--- src/hw/rtl/gpmc_pkg.sv ---
// Shared types, register codes and the output conditioning function.
`default_nettype none

package gpmc_pkg;

  localparam int unsigned RateW  = 16;
  localparam int unsigned TimeW  = 32;
  localparam int unsigned StepW  = 11;
  localparam int unsigned SmthW  = 24;
  localparam int unsigned RawW   = 21;
  localparam int unsigned AddrW  = 5;
  localparam int unsigned DataW  = 32;

  // register indexes (byte address / 4)
  typedef enum logic [2:0] {
    REG_MOTION_THR = 3'd0,
    REG_SLEEP_TMO  = 3'd1,
    REG_DTAP       = 3'd2,
    REG_DEAD_ZONE  = 3'd3,
    REG_PTR_GAIN   = 3'd4,
    REG_SCR_GAIN   = 3'd5,
    REG_SMOOTH_W   = 3'd6
  } reg_idx_t;

  typedef struct packed {
    logic [15:0] motion_threshold;
    logic [31:0] sleep_timeout_ms;
    logic [15:0] double_tap_ms;
    logic [7:0]  dead_zone;
    logic [4:0]  pointer_gain;
    logic [4:0]  scroll_gain;
    logic [8:0]  smooth_weight;
  } cfg_t;

  typedef enum logic [2:0] {
    ST_IDLE,
    ST_MOTION,
    ST_CHECK,
    ST_MUL,
    ST_WGT,
    ST_ACC,
    ST_EMIT
  } state_t;

  // controller -> datapath
  typedef struct packed {
    logic load_in;
    logic motion;
    logic check;
    logic mul;
    logic wgt;
    logic acc;
    logic emit;
  } cmd_t;

  // datapath -> controller
  typedef struct packed {
    logic awake;
    logic out_free;
  } sts_t;

  // Q.10 value -> integer step: truncate toward zero, dead zone, clamp to +-1023
  function automatic logic signed [StepW-1:0] condition_q10(
    input logic signed [SmthW-1:0] q,
    input logic [7:0]              dz
  );
    logic signed [SmthW-1:0] biased;
    logic signed [13:0]      m;
    logic [13:0]             mag;
    logic signed [StepW-1:0] r;
    biased = q[SmthW-1] ? q + 24'sd1023 : q;
    m      = biased[SmthW-1:10];
    mag    = m[13] ? 14'(-m) : 14'(m);
    if (mag < 14'(dz)) begin
      r = '0;
    end else if (m > 14'sd1023) begin
      r = 11'sd1023;
    end else if (m < -14'sd1023) begin
      r = -11'sd1023;
    end else begin
      r = m[StepW-1:0];
    end
    return r;
  endfunction

endpackage

`default_nettype wire

--- src/hw/rtl/gyro_pointer_motion_conditioner_core.sv ---
// Top level of the gyro pointer motion conditioner.
// Usage:
//   Slave stream: one beat per gyro sample. s_tdata carries three Q5.10 rates and
//   a millisecond timestamp; s_tuser carries the button pin level (0 = pressed).
//   Master stream: one beat per sample taken while awake, carrying pointer steps,
//   the wheel step and the drag/scroll flags. Sleeping samples produce no beat.
//   Config: APB-style port, seven 32-bit registers at byte addresses 0x00..0x18;
//   write only while no sample is in flight. pready is tied high.
// Timing:
//   A sample runs through a seven-state sequencer: accept, motion test, sleep and
//   button check, gain multiply, filter weight multiply, accumulate, emit. An
//   awake sample passes through every state before the next accept and its beat
//   is registered at emit; a sleeping sample returns to accept after the check.
//   The chain of dependent multiplies in the filter sets the awake path length.
// Stall:
//   The output register holds its beat while m_tready is low; the next sample is
//   still accepted and runs until its emit step, where it waits for the register.
// Reset:
//   rst (synchronous) restores register defaults, wakes the block, selects
//   pointer mode, releases the button and clears both filters and m_tvalid.
`default_nettype none

module gyro_pointer_motion_conditioner_core (
  input  wire logic        clk,
  input  wire logic        rst,
  // sample stream
  input  wire logic        s_tvalid,
  output logic             s_tready,
  input  wire logic [79:0] s_tdata,  // rate_x[15:0], rate_y[31:16], rate_z[47:32], now_ms[79:48]
  input  wire logic        s_tuser,  // button_level[0]
  // result stream
  output logic             m_tvalid,
  input  wire logic        m_tready,
  output logic [39:0]      m_tdata,  // move_x[10:0], move_y[21:11], wheel[32:22], zero pad
  output logic [1:0]       m_tuser,  // left_held[0], in_scroll[1]
  // configuration
  input  wire logic        psel,
  input  wire logic        penable,
  input  wire logic        pwrite,
  input  wire logic [4:0]  paddr,
  input  wire logic [31:0] pwdata,
  output logic [31:0]      prdata,
  output logic             pready
);

  gpmc_pkg::cfg_t cfg;
  gpmc_pkg::cmd_t cmd;
  gpmc_pkg::sts_t sts;

  gpmc_regs u_regs (
    .clk     (clk),
    .rst     (rst),
    .psel    (psel),
    .penable (penable),
    .pwrite  (pwrite),
    .paddr   (paddr),
    .pwdata  (pwdata),
    .prdata  (prdata),
    .pready  (pready),
    .cfg     (cfg)
  );

  gpmc_ctrl u_ctrl (
    .clk      (clk),
    .rst      (rst),
    .in_valid (s_tvalid),
    .in_ready (s_tready),
    .sts      (sts),
    .cmd      (cmd)
  );

  gpmc_datapath u_dp (
    .clk       (clk),
    .rst       (rst),
    .cmd       (cmd),
    .sts       (sts),
    .cfg       (cfg),
    .in_data   (s_tdata),
    .in_level  (s_tuser),
    .out_data  (m_tdata),
    .out_flags (m_tuser),
    .out_valid (m_tvalid),
    .out_ready (m_tready)
  );

endmodule

`default_nettype wire

--- src/hw/rtl/gpmc_regs.sv ---
// Configuration register file behind the APB-style port.
`default_nettype none

module gpmc_regs (
  input  wire logic                       clk,
  input  wire logic                       rst,
  input  wire logic                       psel,
  input  wire logic                       penable,
  input  wire logic                       pwrite,
  input  wire logic [gpmc_pkg::AddrW-1:0] paddr,
  input  wire logic [gpmc_pkg::DataW-1:0] pwdata,
  output logic      [gpmc_pkg::DataW-1:0] prdata,
  output logic                            pready,
  output gpmc_pkg::cfg_t                  cfg
);

  logic               wr_en;
  gpmc_pkg::reg_idx_t idx;

  assign pready = 1'b1;
  assign wr_en  = psel & penable & pwrite;
  assign idx    = gpmc_pkg::reg_idx_t'(paddr[gpmc_pkg::AddrW-1:2]);

  always_ff @(posedge clk) begin
    if (rst) begin
      cfg.motion_threshold <= 16'd307;
      cfg.sleep_timeout_ms <= 32'd10000;
      cfg.double_tap_ms    <= 16'd300;
      cfg.dead_zone        <= 8'd2;
      cfg.pointer_gain     <= 5'd8;
      cfg.scroll_gain      <= 5'd3;
      cfg.smooth_weight    <= 9'd51;
    end else if (wr_en) begin
      case (idx)
        gpmc_pkg::REG_MOTION_THR: cfg.motion_threshold <= pwdata[15:0];
        gpmc_pkg::REG_SLEEP_TMO:  cfg.sleep_timeout_ms <= pwdata;
        gpmc_pkg::REG_DTAP:       cfg.double_tap_ms    <= pwdata[15:0];
        gpmc_pkg::REG_DEAD_ZONE:  cfg.dead_zone        <= pwdata[7:0];
        gpmc_pkg::REG_PTR_GAIN:   cfg.pointer_gain     <= pwdata[4:0];
        gpmc_pkg::REG_SCR_GAIN:   cfg.scroll_gain      <= pwdata[4:0];
        gpmc_pkg::REG_SMOOTH_W:   cfg.smooth_weight    <= pwdata[8:0];
        default: ;
      endcase
    end
  end

  always_comb begin
    case (idx)
      gpmc_pkg::REG_MOTION_THR: prdata = 32'(cfg.motion_threshold);
      gpmc_pkg::REG_SLEEP_TMO:  prdata = cfg.sleep_timeout_ms;
      gpmc_pkg::REG_DTAP:       prdata = 32'(cfg.double_tap_ms);
      gpmc_pkg::REG_DEAD_ZONE:  prdata = 32'(cfg.dead_zone);
      gpmc_pkg::REG_PTR_GAIN:   prdata = 32'(cfg.pointer_gain);
      gpmc_pkg::REG_SCR_GAIN:   prdata = 32'(cfg.scroll_gain);
      gpmc_pkg::REG_SMOOTH_W:   prdata = 32'(cfg.smooth_weight);
      default:                  prdata = '0;
    endcase
  end

endmodule

`default_nettype wire

--- src/hw/rtl/gpmc_ctrl.sv ---
// Sequencer: steps one sample through the datapath.
`default_nettype none

module gpmc_ctrl (
  input  wire logic           clk,
  input  wire logic           rst,
  input  wire logic           in_valid,
  output logic                in_ready,
  input  wire gpmc_pkg::sts_t sts,
  output gpmc_pkg::cmd_t      cmd
);

  gpmc_pkg::state_t state, state_next;

  always_ff @(posedge clk) begin
    if (rst) begin
      state <= gpmc_pkg::ST_IDLE;
    end else begin
      state <= state_next;
    end
  end

  always_comb begin
    state_next = state;
    cmd        = '0;
    in_ready   = 1'b0;
    case (state)
      gpmc_pkg::ST_IDLE: begin
        in_ready = 1'b1;
        if (in_valid) begin
          cmd.load_in = 1'b1;
          state_next  = gpmc_pkg::ST_MOTION;
        end
      end
      gpmc_pkg::ST_MOTION: begin
        cmd.motion = 1'b1;
        state_next = gpmc_pkg::ST_CHECK;
      end
      gpmc_pkg::ST_CHECK: begin
        cmd.check  = 1'b1;
        // sleeping samples end here with no beat
        state_next = sts.awake ? gpmc_pkg::ST_MUL : gpmc_pkg::ST_IDLE;
      end
      gpmc_pkg::ST_MUL: begin
        cmd.mul    = 1'b1;
        state_next = gpmc_pkg::ST_WGT;
      end
      gpmc_pkg::ST_WGT: begin
        cmd.wgt    = 1'b1;
        state_next = gpmc_pkg::ST_ACC;
      end
      gpmc_pkg::ST_ACC: begin
        cmd.acc    = 1'b1;
        state_next = gpmc_pkg::ST_EMIT;
      end
      gpmc_pkg::ST_EMIT: begin
        if (sts.out_free) begin
          cmd.emit   = 1'b1;
          state_next = gpmc_pkg::ST_IDLE;
        end
      end
      default: state_next = gpmc_pkg::ST_IDLE;
    endcase
  end

endmodule

`default_nettype wire

--- src/hw/rtl/gpmc_datapath.sv ---
// Datapath: wake/sleep, button and scroll state, smoothing filters, output register.
`default_nettype none

module gpmc_datapath (
  input  wire logic           clk,
  input  wire logic           rst,
  input  wire gpmc_pkg::cmd_t cmd,
  output gpmc_pkg::sts_t      sts,
  input  wire gpmc_pkg::cfg_t cfg,
  input  wire logic [79:0]    in_data,
  input  wire logic           in_level,
  output logic [39:0]         out_data,
  output logic [1:0]          out_flags,
  output logic                out_valid,
  input  wire logic           out_ready
);

  // sample registers
  logic signed [15:0] rx, ry, rz;
  logic               lvl;
  logic [31:0]        now;

  // block state
  logic [31:0]        last_motion_time;
  logic               asleep;
  logic               scroll_on;
  logic [31:0]        last_press_time;
  logic               prev_level;
  logic               drag_on;
  logic signed [23:0] smooth_horiz, smooth_vert;

  // arithmetic intermediates
  logic signed [20:0] raw_h, raw_v, raw_w;
  logic signed [33:0] ph_old, pv_old;
  logic signed [30:0] ph_new, pv_new;

  // output beat
  logic signed [10:0] move_x, move_y, wheel;
  logic               left_held, in_scroll;

  logic [16:0]        abs_x, abs_y, abs_z;
  logic [17:0]        movement;
  logic [31:0]        idle_ms, tap_ms;
  logic               timed_out, press;
  logic [8:0]         w_new, w_old;
  logic signed [21:0] prod_h, prod_v, prod_w;
  logic signed [34:0] sum_h, sum_v;

  assign abs_x    = rx[15] ? 17'(-18'(rx)) : 17'(rx);
  assign abs_y    = ry[15] ? 17'(-18'(ry)) : 17'(ry);
  assign abs_z    = rz[15] ? 17'(-18'(rz)) : 17'(rz);
  assign movement = 18'(abs_x) + 18'(abs_y) + 18'(abs_z);

  assign idle_ms   = now - last_motion_time;
  assign timed_out = idle_ms > cfg.sleep_timeout_ms;
  assign tap_ms    = now - last_press_time;
  assign press     = prev_level & ~lvl;

  assign w_new  = (cfg.smooth_weight > 9'd256) ? 9'd256 : cfg.smooth_weight;
  assign w_old  = 9'd256 - w_new;

  assign prod_h = rz * $signed({1'b0, cfg.pointer_gain});
  assign prod_v = rx * $signed({1'b0, cfg.pointer_gain});
  assign prod_w = rx * $signed({1'b0, cfg.scroll_gain});

  assign sum_h  = 35'(ph_old) + 35'(ph_new);
  assign sum_v  = 35'(pv_old) + 35'(pv_new);

  assign sts.awake    = ~(asleep | timed_out);
  assign sts.out_free = ~out_valid | out_ready;

  assign out_data  = {7'b0, wheel, move_y, move_x};
  assign out_flags = {in_scroll, left_held};

  always_ff @(posedge clk) begin
    if (cmd.load_in) begin
      rx  <= in_data[15:0];
      ry  <= in_data[31:16];
      rz  <= in_data[47:32];
      now <= in_data[79:48];
      lvl <= in_level;
    end
    if (cmd.mul) begin
      raw_h <= prod_h[20:0];
      raw_v <= prod_v[20:0];
      raw_w <= prod_w[20:0];
    end
    if (cmd.wgt) begin
      ph_old <= smooth_horiz * $signed({1'b0, w_old});
      pv_old <= smooth_vert  * $signed({1'b0, w_old});
      ph_new <= raw_h * $signed({1'b0, w_new});
      pv_new <= raw_v * $signed({1'b0, w_new});
    end
    if (cmd.emit) begin
      left_held <= drag_on;
      in_scroll <= scroll_on;
      if (scroll_on) begin
        move_x <= '0;
        move_y <= '0;
        wheel  <= gpmc_pkg::condition_q10(24'(raw_w), cfg.dead_zone);
      end else begin
        move_x <= gpmc_pkg::condition_q10(smooth_horiz, cfg.dead_zone);
        move_y <= gpmc_pkg::condition_q10(smooth_vert, cfg.dead_zone);
        wheel  <= '0;
      end
    end
  end

  always_ff @(posedge clk) begin
    if (rst) begin
      last_motion_time <= '0;
      asleep           <= 1'b0;
      scroll_on        <= 1'b0;
      last_press_time  <= '0;
      prev_level       <= 1'b1;
      drag_on          <= 1'b0;
      smooth_horiz     <= '0;
      smooth_vert      <= '0;
      out_valid        <= 1'b0;
    end else begin
      if (cmd.motion && (movement > 18'(cfg.motion_threshold))) begin
        last_motion_time <= now;
        asleep           <= 1'b0;
      end
      if (cmd.check) begin
        asleep <= asleep | timed_out;
        if (sts.awake) begin
          if (press) begin
            if (tap_ms < 32'(cfg.double_tap_ms)) begin
              scroll_on <= ~scroll_on;
            end
            last_press_time <= now;
          end
          prev_level <= lvl;
          drag_on    <= ~lvl;
        end
      end
      if (cmd.acc) begin
        // floor divide by 256
        smooth_horiz <= sum_h[31:8];
        smooth_vert  <= sum_v[31:8];
      end
      if (cmd.emit) begin
        out_valid <= 1'b1;
      end else if (out_ready) begin
        out_valid <= 1'b0;
      end
    end
  end

endmodule

`default_nettype wire

--- config.mk ---
export PLATFORM = sky130hd
export DESIGN_NAME = gyro_pointer_motion_conditioner_core
export DESIGN_NICKNAME = d
export VERILOG_FILES = /design/src/hw/rtl/gpmc_pkg.sv /design/src/hw/rtl/gyro_pointer_motion_conditioner_core.sv /design/src/hw/rtl/gpmc_regs.sv /design/src/hw/rtl/gpmc_ctrl.sv /design/src/hw/rtl/gpmc_datapath.sv
export SDC_FILE = /design/constraint.sdc
export NUM_CORES = 2
export LEC_CHECK = 0
export BUFFER_PORTS_ARGS = -buffer_cell sky130_fd_sc_hd__buf_2
export CAP_MARGIN = 20
export CORE_MARGIN = 3
export CORE_UTILIZATION = 55
export DETAILED_ROUTE_END_ITERATION = 12
export PLACE_DENSITY_LB_ADDON = 0.05
export SLEW_MARGIN = 10
export SYNTH_ARGS = -nofsm -noshare
export SYNTH_HDL_FRONTEND = slang
export SYNTH_SLANG_ARGS = --single-unit
--- constraint.sdc ---
create_clock -name clk -period 13.8 [get_ports clk]
set_input_delay 1.38 -clock clk [delete_from_list [all_inputs] [get_ports clk]]
set_output_delay 1.38 -clock clk [all_outputs]
set_load 0.02 [all_outputs]
==> impl_metrics.ini <==
[run_status]
status = finished clean

[flow_run]
maxCapViolCount = 0

[finish]
nNetsFinal = 8581
diodes = 0
syn2layout_area_growth_pct = 7.075
stdcell_area_um2 = 68890
utilization = 0.5976
finalNonFillerCells = 8587
fill_cells = 10351
drive_gt1_frac = 0.06078

[yosys]
avgSynthCellArea_um2 = 9.167
syn-instance-count = 7018
yosysTopAreaCell = fa_1
yosys.area_share.simple = 0.1678
mappedNetlistArea_um2 = 64330
synthAdderAreaFrac = 0.3750
synthTopCellsByCount = 1061 x inv_1, 871 x nand2_1, 820 x fa_1
synth_compound_area_frac = 0.09845
yosysWarningCount = 0
async_flop_share = 0
synth.distinct_cells = 90
synth_xor_area_frac = 0.05158
muxShareOfSynthArea = 0.01686
synth_top_family_by_area = adder cells
synth_seq_area_share = 0.2080
yosys-top-cells-area = fa_1 26%, edfxtp_1 14%, ha_1 12%, dfxtp_1 6.6%, inv_1 6.2%
ys_ff_latch = 516
yosysTopAreaCellShare = 0.2552
yosysMostFrequentCell = inv_1
ys.flop_type = edfxtp_1
synth-edff-count = 305

[floorplan]
initial_core_util = 0.5581
die_w_um = 348.0
dieArea_um2 = 121100
core_area_um2 = 115300
die_h_um = 348.0
ios = 202
fp-row-count = 124

[sta]
tns_ps = 0
max_freq_mhz = 116.3
finalHoldViolations = 0
period_share = 0.6232
whs_ps = 451.7
slew_violations = 0
relSlewSlack = 0.2733
fin_ws_ps = 5200
finalSetupViolCount = 0
rsz0062_at_grt = false
fin_worst_skew_ps = 37.57
tightest_slew_ps = 1090
min_period_ps = 8600

[placed_design]
gp_congestion = 0.9024
pre_cts_ws_ps = 5152
placed_area_um2 = 66590
place_inst = 8460
portBuffers = 191
hpwlAfterDp_um = 123000

[route]
wl_met3_um = 7590
via_count = 47593
vias_per_cell = 5.542
initialDrtViolationCount = 2529
ant_nets = 0
post-route-drc-count = 0
dr.max_layer_used = met4
routed_wl_um = 158200
wl_per_cell_um = 18.42
met1_length_um = 68830
dr.pass1.iters = 7
wl_met2_um = 77350

[clocking]
cts.clk_slew.worst_paths_ps = 60
htree_levels = 3
hold_buffers = 0
cts-buffers-inserted = 68
cts.sink_count = 516
post_cts_buffers = 0
cts_buffer_depth = 3
cts_tree = built
cts_resized = 0
root_buffer = clkbuf_16
clk_latency_ps = 650

[hold_path]
hp-class = register to register
whs_path_depth = 0
min_from = u_dp.drag_on$_SDFFE_PP0P_
min_to = u_dp.left_held$_DFFE_PP_

[power]
ir_drop_mv = 0.1180
power.density_nw_per_um2 = 93.11
p_leak_nw = 32.43
power_mw = 6.414

[global_routing]
antenna_found_initial = 1
grt_overflow = 0
grt.total_usage = 0.2679
grt_pass1_vias = 49537
grt_pass1_wl_um = 260600
grt_start_max_net_pins = 80

[critical_path]
slowest_delay_ps = 660
crit_type = register to register
reg2reg_from = u_regs.cfg[8]$_SDFFE_PP0P_
cp.required_ps = 14180
cp_common_cell = fa_1
cpMaxStageDelayCell = dfxtp_2
r2r_end = u_dp.ph_old[28]$_DFFE_PP_
path_delay_family = adder cells
cp_data_arrival_time_ps = 8980
r2r_slack_ps = 5200
critPathLaunchType = register
reg2regPathDepth = 28
end_kind = register
path_max_fanout = 48
cp_num_buf_inv = 5
state kept, by name, indices dropped and copies added, names as in the netlist, 31 cells and up:
name	cells
u_dp.last_motion_time	32
u_regs.cfg	91
u_dp.pv_old	32
u_dp.ph_new	31
u_dp.now	32
u_dp.last_press_time	32
u_dp.pv_new	31
u_dp.ph_old	32
where the power goes:
group | leakage, nW | internal [mW] | switching, mW | total, mW
combinational | 26.8 | 1.17 | 1.53 | 2.70
sequential | 4.53 | 1.80 | 0.110 | 1.91
clock | 1.11 | 1.07 | 0.738 | 1.81
routing by layer:
layer	up-vias	global-route usage
li1	22643	-
met1	23670	0.3534
met5	-	0
met4	0	0.07846
met2	1071	0.4667
met3	209	0.03020
placed cells by master (no fill, tap or decap), types with 95 or more instances in the layout:
master / instances
xnor2_1: 280
and2_1: 542
buf_2: 190
nor2b_1: 95
nand2_1: 870
o21ai_0: 128
mux2i_1: 105
a21oi_1: 368
inv_1: 1061
a21o_1: 103
dfxtp_1: 210
fa_1: 820
nor2_1: 302
edfxtp_1: 305
ha_1: 616
cell type report:
| type | instances | area [um^2] | area share |
|---|---|---|---|
| Multi-Input combinational cell | 5119 | 45880 | 0.6660 |
| Clock buffer | 82 | 1795 | 0.02606 |
| Clock inverter | 43 | 483.0 | 0.007011 |
| Tap cell | 1512 | 1892 | 0.02746 |
| Inverter | 1061 | 3983 | 0.05781 |
| Timing Repair Buffer | 254 | 1473 | 0.02138 |
| Sequential cell | 516 | 13380 | 0.1943 |
worst max-delay path by stage:
stage	start	to	slack, ps	depth (start not counted)
2_1_floorplan	u_ctrl.state[2]$_SDFFE_PP0P_	u_dp.ph_new[0]$_DFFE_PP_	3320	2
5_1_grt	u_regs.cfg[8]$_SDFFE_PP0P_	u_dp.ph_old[30]$_DFFE_PP_	4720	31
6_report	u_regs.cfg[8]$_SDFFE_PP0P_	u_dp.ph_old[28]$_DFFE_PP_	5200	28
3_3_place_gp	u_regs.cfg[8]$_SDFFE_PP0P_	u_dp.ph_old[30]$_DFFE_PP_	5220	28
4_1_cts	u_regs.cfg[8]$_SDFFE_PP0P_	u_dp.pv_old[30]$_DFFE_PP_	5090	28
3_5_place_dp	u_regs.cfg[8]$_SDFFE_PP0P_	u_dp.pv_old[30]$_DFFE_PP_	5150	28
kinds of logic (layout without fill, tap and decap cells):
family                   count (synthesis)  in the layout
XOR/XNOR                               378            378
flip-flops                             516            516
adder cells (fa/ha/maj)               1436           1436
buffers and inverters                 1392           1440
AND/OR/NAND/NOR                       2206           2206
other                                    2             11
AO/OA/AOI/OAI                          980            980
multiplexers                           108            108
Note: power is estimated with default switching activity, not from simulation.
